<file path="config.mk">
export PLATFORM = sky130hd
export DESIGN_NAME = hwfd_smul
export DESIGN_NICKNAME = d
export VERILOG_FILES = /design/src/rtl/core/hwfd_pkg.sv /design/src/rtl/core/hwfd_smul.sv
export SDC_FILE = /design/constraint.sdc
export NUM_CORES = 1
export LEC_CHECK = 0
export BUFFER_PORTS_ARGS = -buffer_cell sky130_fd_sc_hd__buf_2
export CAP_MARGIN = 0
export CORE_MARGIN = 4
export CORE_UTILIZATION = 48
export DETAILED_ROUTE_END_ITERATION = 7
export GPL_TIMING_DRIVEN = 0
export PLACE_DENSITY = 0.78
export SYNTH_ARGS = -nofsm -noshare
export SYNTH_HDL_FRONTEND = slang
export SYNTH_SLANG_ARGS = --single-unit
</file>
<file path="constraint.sdc">
create_clock -name clock -period 3.55 [get_ports clock]
set_clock_uncertainty 0.05 [all_clocks]
set_input_delay 0.1775 -clock clock [delete_from_list [all_inputs] [get_ports clock]]
set_output_delay 0.1775 -clock clock [all_outputs]
set_load 0.01 [all_outputs]
</file>
<file path="src/rtl/core/hwfd_pkg.sv">
// Shared types and constants for the stereo widener with fractional delay.
// No dependencies; imported by hwfd_smul and the top level.
package hwfd_pkg;

   localparam int unsigned RING_DEPTH  = 512;
   localparam int unsigned SAMPLE_BITS = 16;
   localparam int unsigned ADDR_W      = $clog2(RING_DEPTH);
   localparam int unsigned FILL_W      = $clog2(RING_DEPTH + 1);

   localparam int unsigned DELAY_W = 18;
   localparam int unsigned MIX_W   = 17;
   localparam int unsigned FRAC_W  = 8;
   localparam int unsigned POS_W   = ADDR_W + FRAC_W + 1;

   localparam int unsigned ENTRY_W = SAMPLE_BITS + 1;
   localparam int unsigned DIFF_W  = ENTRY_W + 1;
   localparam int unsigned PROD_W  = DIFF_W + FRAC_W + 1;
   localparam int unsigned D_W     = ENTRY_W + FRAC_W + 1;
   localparam int unsigned X_W     = D_W + 1;
   localparam int unsigned ACC_W   = X_W + MIX_W;
   localparam int unsigned Y_W     = ACC_W + 1;
   localparam int unsigned SHIFT_Q = 24;
   localparam int unsigned Q_W     = Y_W - SHIFT_Q;
   localparam int unsigned STEPS   = MIX_W - 1;
   localparam int unsigned CNT_W   = $clog2(STEPS);

   localparam logic [DELAY_W-1:0] DELAY_MIN = DELAY_W'(512);
   localparam logic [DELAY_W-1:0] DELAY_MAX = DELAY_W'(RING_DEPTH * 256);
   localparam logic [MIX_W-1:0]   MIX_ONE   = MIX_W'(65536);

   localparam logic [DELAY_W-1:0] DELAY_RESET = DELAY_W'(61440);
   localparam logic [MIX_W-1:0]   MIX_RESET   = MIX_W'(32768);

   localparam int unsigned CSR_IDX_W  = 1;
   localparam int unsigned CSR_DATA_W = DELAY_W;
   localparam logic [CSR_IDX_W-1:0] CSR_DELAY = 1'b0;
   localparam logic [CSR_IDX_W-1:0] CSR_MIX   = 1'b1;

   typedef enum logic [2:0] {
      S_IDLE,
      S_FETCH,
      S_INTERP,
      S_MUL,
      S_OUT
   } state_type;

   typedef struct packed {
      logic load;
      logic step;
   } smul_ctl_type;

endpackage

</file>
<file path="src/rtl/core/hwfd_smul.sv">
// Bit-serial multiplier, two lanes sharing one mix multiplier word.
// Depends on hwfd_pkg.
module hwfd_smul (
   input  logic                                 clock,
   input  hwfd_pkg::smul_ctl_type               ctl,
   input  logic [hwfd_pkg::MIX_W-1:0]           mix,
   input  logic signed [hwfd_pkg::X_W-1:0]      x_left,
   input  logic signed [hwfd_pkg::X_W-1:0]      x_right,
   output logic signed [hwfd_pkg::ACC_W-1:0]    acc_left,
   output logic signed [hwfd_pkg::ACC_W-1:0]    acc_right
);
   import hwfd_pkg::*;

   logic [STEPS-1:0]        m_sh_ff, m_sh_in;
   logic signed [ACC_W-1:0] xl_ff, xl_in, xr_ff, xr_in;
   logic signed [ACC_W-1:0] accl_ff, accl_in, accr_ff, accr_in;
   logic signed [ACC_W-1:0] xl_ext, xr_ext;

   assign xl_ext = ACC_W'(x_left);
   assign xr_ext = ACC_W'(x_right);

   // MSB first: double the partial sum, add the operand when the mix bit is set
   always_comb begin
      m_sh_in = m_sh_ff;
      xl_in   = xl_ff;
      xr_in   = xr_ff;
      accl_in = accl_ff;
      accr_in = accr_ff;
      if (ctl.load) begin
         m_sh_in = mix[STEPS-1:0];
         xl_in   = xl_ext;
         xr_in   = xr_ext;
         accl_in = mix[MIX_W-1] ? xl_ext : '0;
         accr_in = mix[MIX_W-1] ? xr_ext : '0;
      end else if (ctl.step) begin
         m_sh_in = {m_sh_ff[STEPS-2:0], 1'b0};
         accl_in = {accl_ff[ACC_W-2:0], 1'b0} + (m_sh_ff[STEPS-1] ? xl_ff : '0);
         accr_in = {accr_ff[ACC_W-2:0], 1'b0} + (m_sh_ff[STEPS-1] ? xr_ff : '0);
      end
   end

   always_ff @(posedge clock) begin
      m_sh_ff <= m_sh_in;
      xl_ff   <= xl_in;
      xr_ff   <= xr_in;
      accl_ff <= accl_in;
      accr_ff <= accr_in;
   end

   assign acc_left  = accl_ff;
   assign acc_right = accr_ff;

endmodule

</file>
### Word-level counts from Yosys, hierarchy flattened

Index checks and enable logic that the tools add are counted.

* logic and storage cells: 18
* bits in registers: 158

* reduce and logical (&&, ||, !) cells: 1
* add/subtract/negate cells: 2
* mux-type cells: 10

Operators by type and width (number)
* 44-bit 2-to-1 mux: 8
* 44-bit adder: 2
* 16-bit 2-to-1 mux: 2
* 2-bit nonzero test: 1

### Depth between registers and ports, before layout

* depth in word-level cells: 4
* depth in mapped cells: 15

### Worst setup path before layout

OpenSTA, ideal clock, no wires.

* path kind: flip-flop to flip-flop
* start point: reg m_sh_ff[15]
* end point: reg accr_ff[37], in the netlist acc_right[37] (data pin)
* stages on the path, launching flop included: 16
* path slack: 0.236 ns
* library setup time: 0.268 ns
* data arrival time: 2.996 ns
* cells stage by stage: edfxtp_1 -> buf_2 -> clkbuf_1 -> and2_1 -> ha_1 -> inv_1 -> fa_1 -> nor2b_1 -> o21a_1 -> a311o_1 -> a2111oi_2 -> nor3_1 -> o211ai_1 -> mux2i_1 -> xor2_1 -> o21ai_1

* word-level cells in the longest chain between the ends: 4

RTL lines
* start: declaration: line hwfd_smul.sv:14 `logic [STEPS-1:0] m_sh_ff, m_sh_in;`
* start signal: assignment: line hwfd_smul.sv:43 `m_sh_ff <= m_sh_in;`
* 44-bit 2-to-1 mux: line hwfd_smul.sv:38 `accr_in = {accr_ff[ACC_W-2:0], 1'b0} + (m_sh_ff[STEPS-1] ? xr_ff : '0);`
* 44-bit adder: line hwfd_smul.sv:38
* 44-bit 2-to-1 mux: line hwfd_smul.sv:35 `end else if (ctl.step) begin`
* 44-bit 2-to-1 mux: line hwfd_smul.sv:29 `if (ctl.load) begin`
* net accr_in[37]: line hwfd_smul.sv:16 `logic signed [ACC_W-1:0] accl_ff, accl_in, accr_ff, accr_in;`
* end signal: assignment: line hwfd_smul.sv:47 `accr_ff <= accr_in;`
* end: declaration: line hwfd_smul.sv:16

The timed path passes the listed nets, and every way through them passes these cells. The select of a mux whose other input is x is not followed.
A chain may end at the register's enable or synchronous reset.

### Worst setup path in the final report

Ends and elaborated chain as after synthesis.

==> results by group <==
Floorplan
  – Row cnt: 55
  – Die X-Extent: 159 um
  – DIE HEIGHT: 159 um
  – # IOs: 162
  – Die area: between 20000 and 30000 um2
  – Core Region: approximately 23000 um2
  – Initial Util: 48.6%

Worst setup path
  – WP data required: between 3 and 4 ns
  – CP arrival: 3.72 ns
  – Critical path's largest stage delay: ~0.47 ns
  – Crit path cell chain: buf_6, clkbuf_16, and2_4, ha_4, inv_2, fa_2, nor2b_1, o21a_1, a311o_2, a2111oi_4, nor3_2, o211ai_1, mux2i_1, xor2_1, o21ai_1
  – Crit end category: register
  – Critical Path Start Type: register
  – Critical-path top delay cell: a2111oi_4
  – Critical path type: reg2reg
  – Delay-heaviest family, CP: compound AO/OA/AOI/OAI gates
  – Crit path max fanout: 7
  – Buf/Inv on CP: 3

Route
  – Vias post-DR: 10200
  – Via-to-Cell Ratio: 5.96
  – DRC: 0
  – ANT nets after route: 0
  – Drt total wl: 33800 um
  – Drt initial violations: 908
  – Routed len/inst: 19.8 um
  – DR pass1 iterations: 5

GRT
  – Antenna violations before repair: 1
  – Overflow after GRT: 0
  – GR Util met3: roughly 4.8%
  – Most Crowded Layer GR: met2
  – Largest net degree at the start of global routing: between 50 and 60
  – M1 GR Usage: 33.3%
  – First-pass GRT wire length: 52000 um
  – Met2 Use GR: 42.0%
  – GR Util All Layers: about a quarter
  – Vias in the first global route: 9967

Yosys
  – Synth area leader: edfxtp_1
  – Synth cell types: 77
  – Top-count cell post-synth: edfxtp_1
  – Yosys top cell area share: between 40% and 50%
  – Seq cells post-synth: 158
  – Synth top area cells: edfxtp_1 43%, ha_1 5.7%, xnor2_1 4.6%
  – Post-Syn Nets: 1258
  – Post-synth ARST share: 0%
  – Main synth FF type: edfxtp_1
  – Syn avg cell area: a little under 10 um2
  – Post-Synthesis Cells: 1132
  – Post-synth EDFFs: 158
  – Commonest cells in the netlist: 158 x edfxtp_1, 121 x nand2_1, 90 x o21ai_0, 70 x nor2_1, 65 x a21oi_1
  – Register area share after synthesis: between 40% and 50%
  – Synthesized area: approximately 11000 um2
  – Warning count from the yosys run: 0

Clock network
  – Clock Sinks: roughly 160
  – CTS clk-pin slew, worst paths: ~0.070 ns
  – Clock tree from TritonCTS: yes
  – Clock Latency Late Sink: 0.44 ns
  – Clock root buffer: clkbuf_16
  – H-tree Lvls: 4
  – CTS buffer count: 17
  – CTS Buffer Depth: 2

Final layout
  – Layout cells sized above 1: approximately a quarter
  – Synthesis-to-finish area growth: 30.6%
  – Final Net Count: 1533
  – Multi-input gate area: 6510 um2
  – Layout fillers: approximately 1800
  – Final Cell Area: 14300 um2
  – Register area: 4740 um2
  – Final Non-Filler Cells: 1706

Min path
  – Hold Path Class: in2reg

Timing
  – Slew headroom: 46.3%
  – Slew Limit Fails: 0
  – Setup total negative slack: -0.0880 ns
  – Setup ws final: -0.0518 ns
  – Unrepaired setup endpoints after global routing: true
  – Final clock period utilization by the worst path: 101%
  – Tmin final: about 3.6 ns
  – Worst Max-Slew Pin Slew: 0.806 ns
  – Final hold vios: 0
  – Fmax: 0.278 GHz
  – Count of final setup violators: 2

Power
  – Leakage dissipation: between 0.005 and 0.006 uW
  – Internal power: 4810 uW
  – Total power: 7610 uW
  – Peak supply drop: 0.339 mV
  – Sw Ratio: a little under two fifths
  – Power density cells: between 500 and 600 nW/um2
  – Switching pwr: 2800 uW
  – Clock power share: 25.1%
  – Reg power frac: 34.8%
  – Part of the power in combinational logic: 40.0%

Run
  – Maxcap violations: 0

Placement
  – IO buf count: 161
  – Pre-CTS setup slack: -0.692 ns
  – Routability-driven placement congestion ratio: 0.972
  – Cells after DPL: 1580
  – Hpwl dp: between 20000 and 25000 um
  – Post-DP Area: around 12000 um2

Outcome
  – Status: finished with violations
  – Failing checks: negative setup slack
layout make-up:
type,instances,area share (%)
Clock inverter,13,1.13
Tap cell,285,2.49
Buffer,61,2.00
Sequential cell,158,33.1
Timing Repair Buffer,260,12.2
Antenna cell,1,0.0175
Multi-Input combinational cell,887,45.4
Inverter,22,0.577
Clock buffer,19,3.02
repair_timing:
item / in CTS / in global routing
endpoints found under the hold margin: 90 / 0
setup endpoints to repair: 50 / 37
hold buffers: 62 / 0
cloned: 1 / 0
gates resized for setup: 46 / 105
pin swaps: 22 / 42
setup buffers: 15 / 20
kinds of logic after synthesis:
kind of cell | after synthesis | share of synthesized area, %
AOI/OAI and AO/OA | 317 | 19.2
xor gates and xnor gates | 88 | 7.03
adders and majority gates | 53 | 6.16
buffers and inverters | 87 | 3.09
DFF | 158 | 43.3
muxes | 33 | 3.18
and+or+nand+nor | 396 | 18.1
stage by stage:
step,utilization (%),hold WS (ns)
detailed placement,53.9,0.320
global route,63.4,0.00531
global placement,53.7,0.319
finish,63.4,0.00681
floorplan,-,0.226
CTS,60.7,0.00280
per-layer routing:
layer	wire, um	up-vias	part of all wire [%]
met5	7	-	0.021
li1	-	4743	-
met1	14000	4892	41
met3	2440	76	7.2
met4	997	2	2.9
met2	16400	453	48
power by group through the flow:
stage                     Sequential [uW]  Combinational, uW  Clock (uW)
after floorplan                      2710               1700           0
after global placement               2660               2510           0
after detailed placement             2660               2540           0
after CTS                            2630               2720        1910
after global routing                 2680               3310        2000
final                                2650               3050        1910
cell usage in the layout, fill, tap and decap left out, types with 6 or more instances in the layout:
| cell | n |
|---|---|
| ha_4 | 11 |
| mux2i_1 | 14 |
| ha_2 | 7 |
| a21oi_1 | 54 |
| o211ai_1 | 7 |
| o21bai_1 | 9 |
| o21ai_2 | 7 |
| mux2_2 | 15 |
| buf_1 | 7 |
| buf_4 | 34 |
| o21a_1 | 10 |
| a31oi_1 | 11 |
| nand4_1 | 12 |
| nor3_4 | 6 |
| clkbuf_1 | 42 |
| and2_1 | 54 |
| a21oi_2 | 10 |
| xor2_1 | 30 |
| ha_1 | 32 |
| nand2_1 | 117 |
| edfxtp_1 | 158 |
| or3_1 | 10 |
| a21o_1 | 32 |
| o21ai_1 | 23 |
| nand3_1 | 31 |
| and3_1 | 13 |
| o21ai_0 | 81 |
| nor3_1 | 23 |
| nor2b_1 | 8 |
| buf_2 | 169 |
| dlygate4sd3_1 | 62 |
| clkbuf_16 | 18 |
| xnor2_1 | 56 |
| inv_1 | 19 |
| nor2_1 | 67 |
worst paths after layout:
path	startpoint	to	slack, ns	cells past startpoint
setup / recovery	m_sh_ff[15]$_DFFE_PP_	acc_right[37]$_DFFE_PP_	-0.05	15
hold / removal	mix[14]	m_sh_ff[14]$_DFFE_PP_	0.007	2
setup reg to reg	m_sh_ff[15]$_DFFE_PP_	acc_right[37]$_DFFE_PP_	-0.05	15
hold reg to reg	xr_ff[0]$_DFFE_PP_	acc_right[0]$_DFFE_PP_	0.50	1
state kept, by name, summed over array words and instances, names as in the netlist:
signal     count
xr_ff         27
acc_right     44
m_sh_ff       16
xl_ff         27
acc_left      44
Note: power is estimated with default switching activity, not from simulation.
